File: src/upe_pkg.sv
// upe_pkg: shared types, character constants and the category table for the url part escaper
// no dependencies; used by the interfaces, upe_classify and url_part_escaper
`default_nettype none
package upe_pkg;

  localparam int unsigned BYTE_W  = 8;
  localparam int unsigned MASK_W  = 10;
  localparam int unsigned CFG_IDX_W = 3;
  localparam int unsigned CFG_DATA_W = MASK_W;

  // configuration register indexes
  localparam logic [CFG_IDX_W-1:0] REG_CATEGORY_MASK = 3'd0;
  localparam logic [CFG_IDX_W-1:0] REG_FORCE_PERCENT = 3'd1;
  localparam logic [CFG_IDX_W-1:0] REG_ASCII_ONLY    = 3'd2;
  localparam logic [CFG_IDX_W-1:0] REG_NON_ASCII     = 3'd3;
  localparam logic [CFG_IDX_W-1:0] REG_ALWAYS_COPY   = 3'd4;
  localparam logic [CFG_IDX_W-1:0] REG_ESCAPE_COLON  = 3'd5;

  // characters and bounds
  localparam logic [BYTE_W-1:0] CH_PERCENT = 8'h25;
  localparam logic [BYTE_W-1:0] CH_COLON   = 8'h3a;
  localparam logic [BYTE_W-1:0] CH_PIPE    = 8'h7c;
  localparam logic [BYTE_W-1:0] CH_SPACE   = 8'h20;
  localparam logic [BYTE_W-1:0] CH_DEL     = 8'h7f;

  // position inside an escape triple
  localparam int unsigned PH_W = 2;
  localparam logic [PH_W-1:0] PH_PCT = 2'd0;
  localparam logic [PH_W-1:0] PH_HI  = 2'd1;
  localparam logic [PH_W-1:0] PH_LO  = 2'd2;

  typedef struct packed {
    logic [MASK_W-1:0] category_mask;
    logic              force_percent;
    logic              ascii_only_mode;
    logic              non_ascii_only_mode;
    logic              always_copy;
    logic              escape_colon;
  } upe_cfg_t;

  localparam logic [MASK_W-1:0] CAT_TABLE [128] = '{
    10'd0, 10'd0, 10'd0, 10'd0, 10'd0, 10'd0, 10'd0, 10'd0,
    10'd0, 10'd0, 10'd0, 10'd0, 10'd0, 10'd0, 10'd0, 10'd0,
    10'd0, 10'd0, 10'd0, 10'd0, 10'd0, 10'd0, 10'd0, 10'd0,
    10'd0, 10'd0, 10'd0, 10'd0, 10'd0, 10'd0, 10'd0, 10'd0,
    10'd0, 10'd1023, 10'd0, 10'd512, 10'd1023, 10'd0, 10'd1023, 10'd0,
    10'd1023, 10'd1023, 10'd1023, 10'd1023, 10'd1023, 10'd1023, 10'd953, 10'd784,
    10'd1023, 10'd1023, 10'd1023, 10'd1023, 10'd1023, 10'd1023, 10'd1023, 10'd1023,
    10'd1023, 10'd1023, 10'd1008, 10'd1008, 10'd0, 10'd1008, 10'd0, 10'd768,
    10'd1008, 10'd1023, 10'd1023, 10'd1023, 10'd1023, 10'd1023, 10'd1023, 10'd1023,
    10'd1023, 10'd1023, 10'd1023, 10'd1023, 10'd1023, 10'd1023, 10'd1023, 10'd1023,
    10'd1023, 10'd1023, 10'd1023, 10'd1023, 10'd1023, 10'd1023, 10'd1023, 10'd1023,
    10'd1023, 10'd1023, 10'd1023, 10'd0, 10'd896, 10'd0, 10'd896, 10'd1023,
    10'd0, 10'd1023, 10'd1023, 10'd1023, 10'd1023, 10'd1023, 10'd1023, 10'd1023,
    10'd1023, 10'd1023, 10'd1023, 10'd1023, 10'd1023, 10'd1023, 10'd1023, 10'd1023,
    10'd1023, 10'd1023, 10'd1023, 10'd1023, 10'd1023, 10'd1023, 10'd1023, 10'd1023,
    10'd1023, 10'd1023, 10'd1023, 10'd896, 10'd1012, 10'd896, 10'd1023, 10'd0
  };

  // upper-case hex digit of a nibble
  function automatic logic [BYTE_W-1:0] hex_digit(input logic [3:0] nib);
    logic [BYTE_W-1:0] d;
    if (nib < 4'd10) begin
      d = 8'h30 + {4'd0, nib};
    end else begin
      d = 8'h37 + {4'd0, nib};
    end
    return d;
  endfunction

endpackage
`default_nettype wire

File: src/upe_if.sv
// upe_in_if / upe_out_if: valid/ready channels carrying input and result items
// depends on upe_pkg
`default_nettype none
interface upe_in_if;
  logic                       valid;
  logic                       ready;
  logic [upe_pkg::BYTE_W-1:0] in_byte;
  logic                       part_last;

  modport source (output valid, output in_byte, output part_last, input ready);
  modport sink (input valid, input in_byte, input part_last, output ready);
endinterface

interface upe_out_if;
  logic                       valid;
  logic                       ready;
  logic [upe_pkg::BYTE_W-1:0] out_byte;
  logic                       run_last;
  logic                       part_end;
  logic                       rewritten;

  modport source (output valid, output out_byte, output run_last, output part_end,
                  output rewritten, input ready);
  modport sink (input valid, input out_byte, input run_last, input part_end,
                input rewritten, output ready);
endinterface
`default_nettype wire

File: src/upe_classify.sv
// upe_classify: decides whether one byte passes or must be percent-escaped
// depends on upe_pkg (category table, character constants, config struct)
`default_nettype none
module upe_classify (
  input  wire logic [upe_pkg::BYTE_W-1:0] byte_i,
  input  wire upe_pkg::upe_cfg_t          cfg_i,
  input  wire logic                       prev_non_ascii_i,
  output logic                            esc_o
);

  logic [upe_pkg::MASK_W-1:0] tab;
  logic                       hi_byte;
  logic                       ok;
  logic                       pass;

  always_comb begin
    hi_byte = byte_i[upe_pkg::BYTE_W-1];
    tab     = hi_byte ? '0 : upe_pkg::CAT_TABLE[byte_i[upe_pkg::BYTE_W-2:0]];
    ok = ((tab & cfg_i.category_mask) != '0)
         || (byte_i == upe_pkg::CH_PERCENT && !cfg_i.force_percent)
         || (hi_byte && cfg_i.ascii_only_mode)
         || (byte_i > upe_pkg::CH_SPACE && byte_i < upe_pkg::CH_DEL
             && cfg_i.non_ascii_only_mode);
    pass = ok
           && !(byte_i == upe_pkg::CH_COLON && cfg_i.escape_colon)
           && !(prev_non_ascii_i && byte_i == upe_pkg::CH_PIPE && !cfg_i.ascii_only_mode);
    esc_o = !pass;
  end

endmodule
`default_nettype wire

File: src/url_part_escaper.sv
// url_part_escaper: percent-encodes the bytes of a url part, one byte per item
// path: an accepted byte is registered in the decision stage and then in the output register
// throughput: one output byte per cycle while out_ch.ready holds, set by the single output register;
// a passed byte yields one output byte, an escaped byte three (percent sign and two hex digits)
// reset (rst_n low, synchronous): config registers, part state and the valid flags of both stages cleared
// depends on upe_pkg, upe_if, upe_classify
`default_nettype none
module url_part_escaper (
  input  wire logic                           clk,
  input  wire logic                           rst_n,
  upe_in_if.sink                              in_ch,
  upe_out_if.source                           out_ch,
  input  wire logic                           cfg_we,
  input  wire logic [upe_pkg::CFG_IDX_W-1:0]  cfg_idx,
  input  wire logic [upe_pkg::CFG_DATA_W-1:0] cfg_wdata
);

  upe_pkg::upe_cfg_t cfg_r;

  logic prev_non_ascii_r;
  logic escaped_any_r;

  // decision stage
  logic                       a_valid_r;
  logic [upe_pkg::PH_W-1:0]   a_phase_r;
  logic [upe_pkg::BYTE_W-1:0] a_byte_r;
  logic                       a_esc_r;
  logic                       a_last_r;
  logic                       a_rw_r;

  // output stage
  logic                       b_valid_r;
  logic [upe_pkg::BYTE_W-1:0] b_byte_r;
  logic                       b_run_last_r;
  logic                       b_part_end_r;
  logic                       b_rewritten_r;

  logic                       esc;
  logic                       acc;
  logic                       a_final;
  logic                       b_load;
  logic                       a_adv;
  logic [upe_pkg::BYTE_W-1:0] a_out_byte;

  upe_classify u_classify (
    .byte_i           (in_ch.in_byte),
    .cfg_i            (cfg_r),
    .prev_non_ascii_i (prev_non_ascii_r),
    .esc_o            (esc)
  );

  assign a_final     = !a_esc_r || (a_phase_r == upe_pkg::PH_LO);
  assign b_load      = !b_valid_r || out_ch.ready;
  assign a_adv       = a_valid_r && b_load;
  assign in_ch.ready = !a_valid_r || (a_final && b_load);
  assign acc         = in_ch.valid && in_ch.ready;

  always_comb begin
    if (!a_esc_r) begin
      a_out_byte = a_byte_r;
    end else begin
      case (a_phase_r)
        upe_pkg::PH_PCT: a_out_byte = upe_pkg::CH_PERCENT;
        upe_pkg::PH_HI:  a_out_byte = upe_pkg::hex_digit(a_byte_r[7:4]);
        default:         a_out_byte = upe_pkg::hex_digit(a_byte_r[3:0]);
      endcase
    end
  end

  // control state and configuration
  always_ff @(posedge clk) begin
    if (!rst_n) begin
      cfg_r            <= '0;
      prev_non_ascii_r <= 1'b0;
      escaped_any_r    <= 1'b0;
      a_valid_r        <= 1'b0;
      a_phase_r        <= upe_pkg::PH_PCT;
      b_valid_r        <= 1'b0;
    end else begin
      if (cfg_we) begin
        case (cfg_idx)
          upe_pkg::REG_CATEGORY_MASK: cfg_r.category_mask       <= cfg_wdata;
          upe_pkg::REG_FORCE_PERCENT: cfg_r.force_percent       <= cfg_wdata[0];
          upe_pkg::REG_ASCII_ONLY:    cfg_r.ascii_only_mode     <= cfg_wdata[0];
          upe_pkg::REG_NON_ASCII:     cfg_r.non_ascii_only_mode <= cfg_wdata[0];
          upe_pkg::REG_ALWAYS_COPY:   cfg_r.always_copy         <= cfg_wdata[0];
          upe_pkg::REG_ESCAPE_COLON:  cfg_r.escape_colon        <= cfg_wdata[0];
          default: ;
        endcase
      end
      if (acc) begin
        prev_non_ascii_r <= !in_ch.part_last && in_ch.in_byte[upe_pkg::BYTE_W-1];
        escaped_any_r    <= !in_ch.part_last && (escaped_any_r || esc);
      end
      if (acc) begin
        a_valid_r <= 1'b1;
        a_phase_r <= upe_pkg::PH_PCT;
      end else if (a_adv) begin
        if (a_final) begin
          a_valid_r <= 1'b0;
        end
        a_phase_r <= a_phase_r + 2'd1;
      end
      if (b_load) begin
        b_valid_r <= a_valid_r;
      end
    end
  end

  // payload
  always_ff @(posedge clk) begin
    if (acc) begin
      a_byte_r <= in_ch.in_byte;
      a_esc_r  <= esc;
      a_last_r <= in_ch.part_last;
      a_rw_r   <= in_ch.part_last && (escaped_any_r || esc || cfg_r.always_copy);
    end
    if (b_load) begin
      b_byte_r      <= a_out_byte;
      b_run_last_r  <= a_final;
      b_part_end_r  <= a_final && a_last_r;
      b_rewritten_r <= a_final && a_rw_r;
    end
  end

  assign out_ch.valid     = b_valid_r;
  assign out_ch.out_byte  = b_byte_r;
  assign out_ch.run_last  = b_run_last_r;
  assign out_ch.part_end  = b_part_end_r;
  assign out_ch.rewritten = b_rewritten_r;

endmodule
`default_nettype wire
File: src/flat_wrapper.sv
// flat-port wrapper written by rule: the top's interface ports become plain ports
module url_part_escaper_flat 
  (clk, rst_n, cfg_we, cfg_idx, cfg_wdata, in_ch_valid, in_ch_in_byte, in_ch_part_last, in_ch_ready, out_ch_valid, out_ch_out_byte, out_ch_run_last, out_ch_part_end, out_ch_rewritten, out_ch_ready);
  upe_in_if in_ch_i ();
  upe_out_if out_ch_i ();
  input  wire logic clk;
  input  wire logic rst_n;
  input  wire logic cfg_we;
  input  wire logic [upe_pkg::CFG_IDX_W-1:0] cfg_idx;
  input  wire logic [upe_pkg::CFG_DATA_W-1:0] cfg_wdata;
  input wire logic [$bits(in_ch_i.valid)-1:0] in_ch_valid;
  input wire logic [$bits(in_ch_i.in_byte)-1:0] in_ch_in_byte;
  input wire logic [$bits(in_ch_i.part_last)-1:0] in_ch_part_last;
  output wire logic [$bits(in_ch_i.ready)-1:0] in_ch_ready;
  output wire logic [$bits(out_ch_i.valid)-1:0] out_ch_valid;
  output wire logic [$bits(out_ch_i.out_byte)-1:0] out_ch_out_byte;
  output wire logic [$bits(out_ch_i.run_last)-1:0] out_ch_run_last;
  output wire logic [$bits(out_ch_i.part_end)-1:0] out_ch_part_end;
  output wire logic [$bits(out_ch_i.rewritten)-1:0] out_ch_rewritten;
  input wire logic [$bits(out_ch_i.ready)-1:0] out_ch_ready;
  assign in_ch_i.valid = in_ch_valid;
  assign in_ch_i.in_byte = in_ch_in_byte;
  assign in_ch_i.part_last = in_ch_part_last;
  assign in_ch_ready = in_ch_i.ready;
  assign out_ch_valid = out_ch_i.valid;
  assign out_ch_out_byte = out_ch_i.out_byte;
  assign out_ch_run_last = out_ch_i.run_last;
  assign out_ch_part_end = out_ch_i.part_end;
  assign out_ch_rewritten = out_ch_i.rewritten;
  assign out_ch_i.ready = out_ch_ready;
  url_part_escaper u_core (.clk(clk), .rst_n(rst_n), .in_ch(in_ch_i), .out_ch(out_ch_i), .cfg_we(cfg_we), .cfg_idx(cfg_idx), .cfg_wdata(cfg_wdata));
endmodule
File: config.mk
export PLATFORM = sky130hd
export DESIGN_NAME = url_part_escaper_flat
export DESIGN_NICKNAME = d
export VERILOG_FILES = /design/src/upe_pkg.sv /design/src/upe_if.sv /design/src/upe_classify.sv /design/src/url_part_escaper.sv /design/src/flat_wrapper.sv
export SDC_FILE = /design/constraint.sdc
export NUM_CORES = 1
export LEC_CHECK = 0
export BUFFER_PORTS_ARGS = -buffer_cell sky130_fd_sc_hd__buf_2
export CORE_MARGIN = 2
export CORE_UTILIZATION = 50
export CTS_CLUSTER_SIZE = 16
export DETAILED_ROUTE_END_ITERATION = 16
export PLACE_DENSITY_LB_ADDON = 0.1
export SYNTH_ARGS = -nofsm -noshare
export SYNTH_HDL_FRONTEND = slang
export SYNTH_SLANG_ARGS = --single-unit
File: constraint.sdc
create_clock -name clk -period 5.2 [get_ports clk]
set_input_delay 1.04 -clock clk [delete_from_list [all_inputs] [get_ports clk]]
set_output_delay 1.04 -clock clk [all_outputs]
set_load 0.02 [all_outputs]
* After elaboration in Yosys (flattened, before gate mapping) *
Memories as Yosys holds them, arrays and structs flattened.
Index checks and enable logic that the tools add are counted.

storage, ports and cells
  bits in read-only memories = 1280
  word-level logic and storage cells = 100
  input port bits = 27
  memories = 1
  register bits = 43
  output and inout bits = 13

memory list
  memory            words  width  rd ports  clocked after Yosys merged registers in  write ports  RTL line            source
  (name not given)  128    10     1         0                                        0            upe_classify.sv:18  tab = hi_byte ? '0 : upe_pkg::CAT_TABLE[byte_i[upe_pkg::BYTE_W-2:0]];

operators by class
  equality and inequality tests = 10
  add/sub/neg operators = 5
  reductions and logical operators = 47
  mux-type cells = 10
  order comparisons = 5
  bitwise operators = 3

operators with widths
  kind                                                                              number
  10-bit two-way mux                                                                3
  6-bit by 4-bit adder with 7-bit output (first input constant)                     4
  8-bit two-way mux                                                                 3
  1-bit logical AND                                                                 17
  8-bit by 6-bit equality test with 1-bit output (second input constant)            2
  8-bit case mux with 2 select lines                                                1
  2-bit AND reduction                                                               7
  10-bit bitwise AND                                                                1
  10-bit nonzero test                                                               1
  1-bit zero test                                                                   9
  8-bit by 7-bit equality test with 1-bit output (second input constant)            1
  8-bit >= comparator (second input constant)                                       1
  8-bit by 6-bit greater-than comparator with 1-bit output (second input constant)  1
  1-bit logical OR                                                                  8
  4-bit less-than comparator (second input constant)                                2
  8-bit by 7-bit less-than comparator with 1-bit output (second input constant)     1
  7-bit inverter with 8-bit output                                                  1
  3-bit by 2-bit equality test with 1-bit output (second input constant)            2
  3-bit equality test (second input constant)                                       2
  2-bit nonzero test                                                                2
  3-bit by 1-bit equality test with 1-bit output (second input constant)            1
  3-bit zero test                                                                   1
  1-bit two-way mux                                                                 3
  2-bit by 1-bit adder with 2-bit output (second input constant)                    1
  other kinds (5)                                                                   5

* Longest topological paths before layout *
  depth in word-level cells = 16
  gate-level depth with buffers = 9
  mapped depth without buffers = 9

* Cells and area by module *
Synthesis repeated with hierarchy kept, for this count alone.

second synthesis, totals
  cell total of the unflattened synthesis = 251
  area total of the unflattened synthesis = 2343.5 um^2

by module, submodules not included
  module            sequential area each (um^2)  cells an instance  area an instance (um^2)  times used
  url_part_escaper  1081.0                       172                1855.5                   1
  upe_classify      0.0                          79                 488.0                    1

* Least setup slack after synthesis *
No wires, ideal clock.

  path kind = input to output
  start point = input port out_ch_ready
  end point = output port in_ch_ready
  path buffers = 0
  arrival = 1.724 ns
  stages on the path = 2
  required time = 4.160 ns
  path slack = 2.436 ns
  cell sequence = nand2b_1 a21o_1

on the way
  word-level cells in the longest chain between the ends = 3

ends and longest elaborated chain
  element             RTL line                source
  start: declaration  flat_wrapper.sv:20      input wire logic [$bits(out_ch_i.ready)-1:0] out_ch_ready;
  1-bit logical OR    url_part_escaper.sv:53  assign b_load = !b_valid_r || out_ch.ready;
  1-bit logical AND   url_part_escaper.sv:55  assign in_ch.ready = !a_valid_r || (a_final && b_load);
  1-bit logical OR    url_part_escaper.sv:55
  end: declaration    flat_wrapper.sv:14      output wire logic [$bits(in_ch_i.ready)-1:0] in_ch_ready;

Every way passes these cells.

* Final worst setup path *
  start point = input port out_ch_ready
  end point = output port in_ch_ready

on the way
  word-level cells in the longest chain between the ends = 3

ends and longest elaborated chain
  element            RTL line                source
  1-bit logical OR   url_part_escaper.sv:53
  via u_core.b_load  url_part_escaper.sv:41  logic b_load;
  1-bit logical AND  url_part_escaper.sv:55
  1-bit logical OR   url_part_escaper.sv:55

The timed path passes the listed nets, and every way through them passes these cells.

==> summary.txt <==
Status
  – Status: completed

Floorplan
  – I/O pins: 40
  – Starting Density: 0.514
  – Chip width: 73.5 um
  – Die H: 73.5 um
  – Die area: 5400 um2
  – Core area: 4690 um2
  – Site row count: 25

Yosys
  – Post-Syn Nets: 290
  – Main synth FF type: edfxtp_1
  – Register area share after synthesis: 0.448
  – Avg Cell Area, Syn: 9.42 um2
  – FF+latch count, synth: 43
  – Post-Syn Area: 2410 um2
  – Gate Count Post-Synth: 256
  – Synth top area cells: edfxtp_1 (27%), dfxtp_1 (17%), nand2_1 (5.1%)
  – Ys async rst share: 0
  – Yosys warns: 0
  – Synth unique cells: 53
  – EDFF count, synth: 22
  – Synth top area share: 0.274
  – Leading area contributor after synthesis: edfxtp_1

Critical path
  – Worst Path Arrival: 2.02 ns
  – Startpoint Class: input port
  – Crit Path Category: input port to output port
  – CP max FO: 15
  – Slowest stage delay, CP: 0.42 ns
  – CP endpoint kind: output port
  – Worst path top cell family by delay: simple AND/OR/NAND/NOR gates
  – Crit-path cells: buf_2 > nand2b_1 > a21o_1 > buf_2
  – Most common cell on crit path: buf_2
  – WP buf/inv: 2
  – Worst path depth: 4
  – Crit path launch: out_ch_ready
  – Worst r2r src: u_core.a_phase_r[0]
  – CP max stage cell: nand2b_1
  – R2R cell count: 9
  – CP Data Required Time: 4.16 ns

Cells and area
  – Layout area overhead: 14.6%
  – Sequential cell area: 1080 um2
  – # nets final: 326
  – Filler cells: 428
  – Final Cell Area: 2760 um2
  – Share of cells above drive strength 1: 0.184
  – Antenna diodes: 0
  – Multi-input gate area: 1210 um2

Job
  – Number of max-cap violations: 0

Routing
  – Vias per cell: 5.69
  – Met1 Wirelength: 2140 um
  – Detailed-route wire length: 4700 um
  – Drc violations: 0
  – WL met3: 199 um
  – Drt pass-1 iters: 4
  – Max layer used: met4
  – Total number of vias: 1975
  – Met2 wire len: 2240 um
  – DRT antenna net count: 0
  – Wire length per cell: 13.6 um
  – Starting DRT DRC Count: 73

GRT
  – First-pass GRT wire length: 7840 um
  – Largest net degree at the start of global routing: 21
  – GR Overflow Total: 0
  – Number of global-route vias before repair: 1739
  – GRT Util Overall: 0.188
  – Initial antenna violation count: 0

STA
  – Fin crit share: 0.589
  – Post-layout min period: 3.06 ns
  – TNS Setup: 0 ns
  – Worst Max-Slew Pin Slew: 0.830 ns
  – Fmax: 0.327 GHz
  – Final setup violating endpoints: 0
  – Final Hold Vio Count: 0
  – Final Max Slew Viols: 0
  – Clock skew: 0.00527 ns
  – Relative slew slack: 0.445
  – RSZ-0062 raised after global routing: false

Clocking
  – Clock latency at the later pin of the worst-skew pair: 0.30 ns
  – CTS clk-pin slew, worst paths: 0.08 ns
  – CTS resizes: 0
  – CTS Buffer Depth: 2
  – Htree depth: 2
  – CTS tree: built
  – CTS buffer count: 5
  – CTS Root Cell: clkbuf_8
  – CTS Sinks: 43
  – CTS Hold Buffers Added: 0
  – Setup Buffers After CTS: 0

Place
  – PortBufs: 39
  – GP Congestion: 0.918
  – DP Area: 2630 um2
  – Detailed placement HPWL: 3480 um

Hold path
  – Worst hold path cell count: 2
  – HP Start: u_core.cfg_r[14]
  – Class of the worst hold path: flop to flop

Power
  – Leakage: 1.07 nW
  – PwrDens: 297 nW/um2
  – Peak supply drop: 0.000150 V
-- Yosys cell counts (4+ instances only) --
library cell / number
edfxtp_1: 22
o21ai_1: 6
dfxtp_1: 21
mux2i_1: 5
nor3_1: 4
ha_1: 7
nand3_1: 8
nor2_1: 5
a21boi_1: 12
nand2_1: 33
inv_1: 19
nor2b_1: 11
a21oi_1: 15
clkbuf_1: 6
o21ai_0: 14
-- kinds of logic (layout without fill, tap and decap cells) --
| logic type | Yosys count | in the layout | synth area share |
|---|---|---|---|
| adder cells (fa/ha/maj) | 7 | 7 | 0.0363 |
| buffers and inverters | 29 | 66 | 0.0493 |
| flip-flops | 43 | 43 | 0.448 |
| multiplexers | 5 | 5 | 0.0207 |
| XOR/XNOR | 2 | 2 | 0.00726 |
| AO/OA/AOI/OAI | 79 | 79 | 0.227 |
| AND/OR/NAND/NOR | 91 | 91 | 0.212 |
-- placed cells by master (no fill, tap or decap), drive strengths merged, types with 4 or more instances in the layout --
cell type	count
a21oi	15
inv	19
nor3	5
nor2	5
edfxtp	22
nand2	33
clkbuf	5
mux2i	5
buf	39
o211ai	4
nor2b	11
a21boi	15
nand3	8
dfxtp	21
ha	7
o21ai	20
-- worst paths after layout --
path                                             end  slack, ns
worst max register to register  u_core.escaped_any_r       3.19
worst min-delay path                u_core.cfg_r[14]       0.46
worst min register to register      u_core.cfg_r[14]       0.46
worst max-delay path                     in_ch_ready       2.14
-- report_power, final --
group          total [mW]  internal (mW)  switching (mW)
registers           0.392          0.380          0.0115
logic               0.121         0.0475          0.0732
clock network       0.307          0.191           0.116
-- layer usage --
layer,global-route usage,vias to the layer above
li1,-,1012
met1,0.234,890
met2,0.304,60
met3,0.0508,13
met4,0.0808,0
met5,0,-
-- worst min-delay path, stage by stage, from the launching register on --
cell	delay, ns
dfxtp_1	0.32
nand2_1	0.05
a21boi_1	0.05
-- layout make-up --
type	instances	share of cell area
clock buffers	5	0.0249
clock inverters	3	0.0244
inverters	19	0.0258
multi-input cells	184	0.439
flip-flops and latches	43	0.391
well taps	54	0.0244
repair buffers	39	0.0706
-- through the flow --
step	worst slack, ns	std cells	util	hold slack [ns]	total power [mW]
finish	2.14	347	0.589	0.456	0.820
global route	2.04	347	0.589	0.478	0.858
CTS	2.12	347	0.589	0.463	0.829
detailed placement	2.13	339	0.560	0.452	0.520
global placement	2.16	339	0.560	0.446	0.519
floorplan	2.44	256	-	0.426	0.481
-- flip-flops by register name, indices dropped and copies added (netlist names) --
signal / cells
u_core.a_byte_r: 8
u_core.a_esc_r: 1
u_core.a_last_r: 1
u_core.a_phase_r: 2
u_core.a_rw_r: 1
u_core.a_valid_r: 1
u_core.cfg_r: 15
u_core.escaped_any_r: 1
u_core.out_ch.out_byte: 8
u_core.out_ch.part_end: 1
u_core.out_ch.rewritten: 1
u_core.out_ch.run_last: 1
u_core.out_ch.valid: 1
u_core.prev_non_ascii_r: 1
No activity file was read; power rests on OpenSTA's default activity.
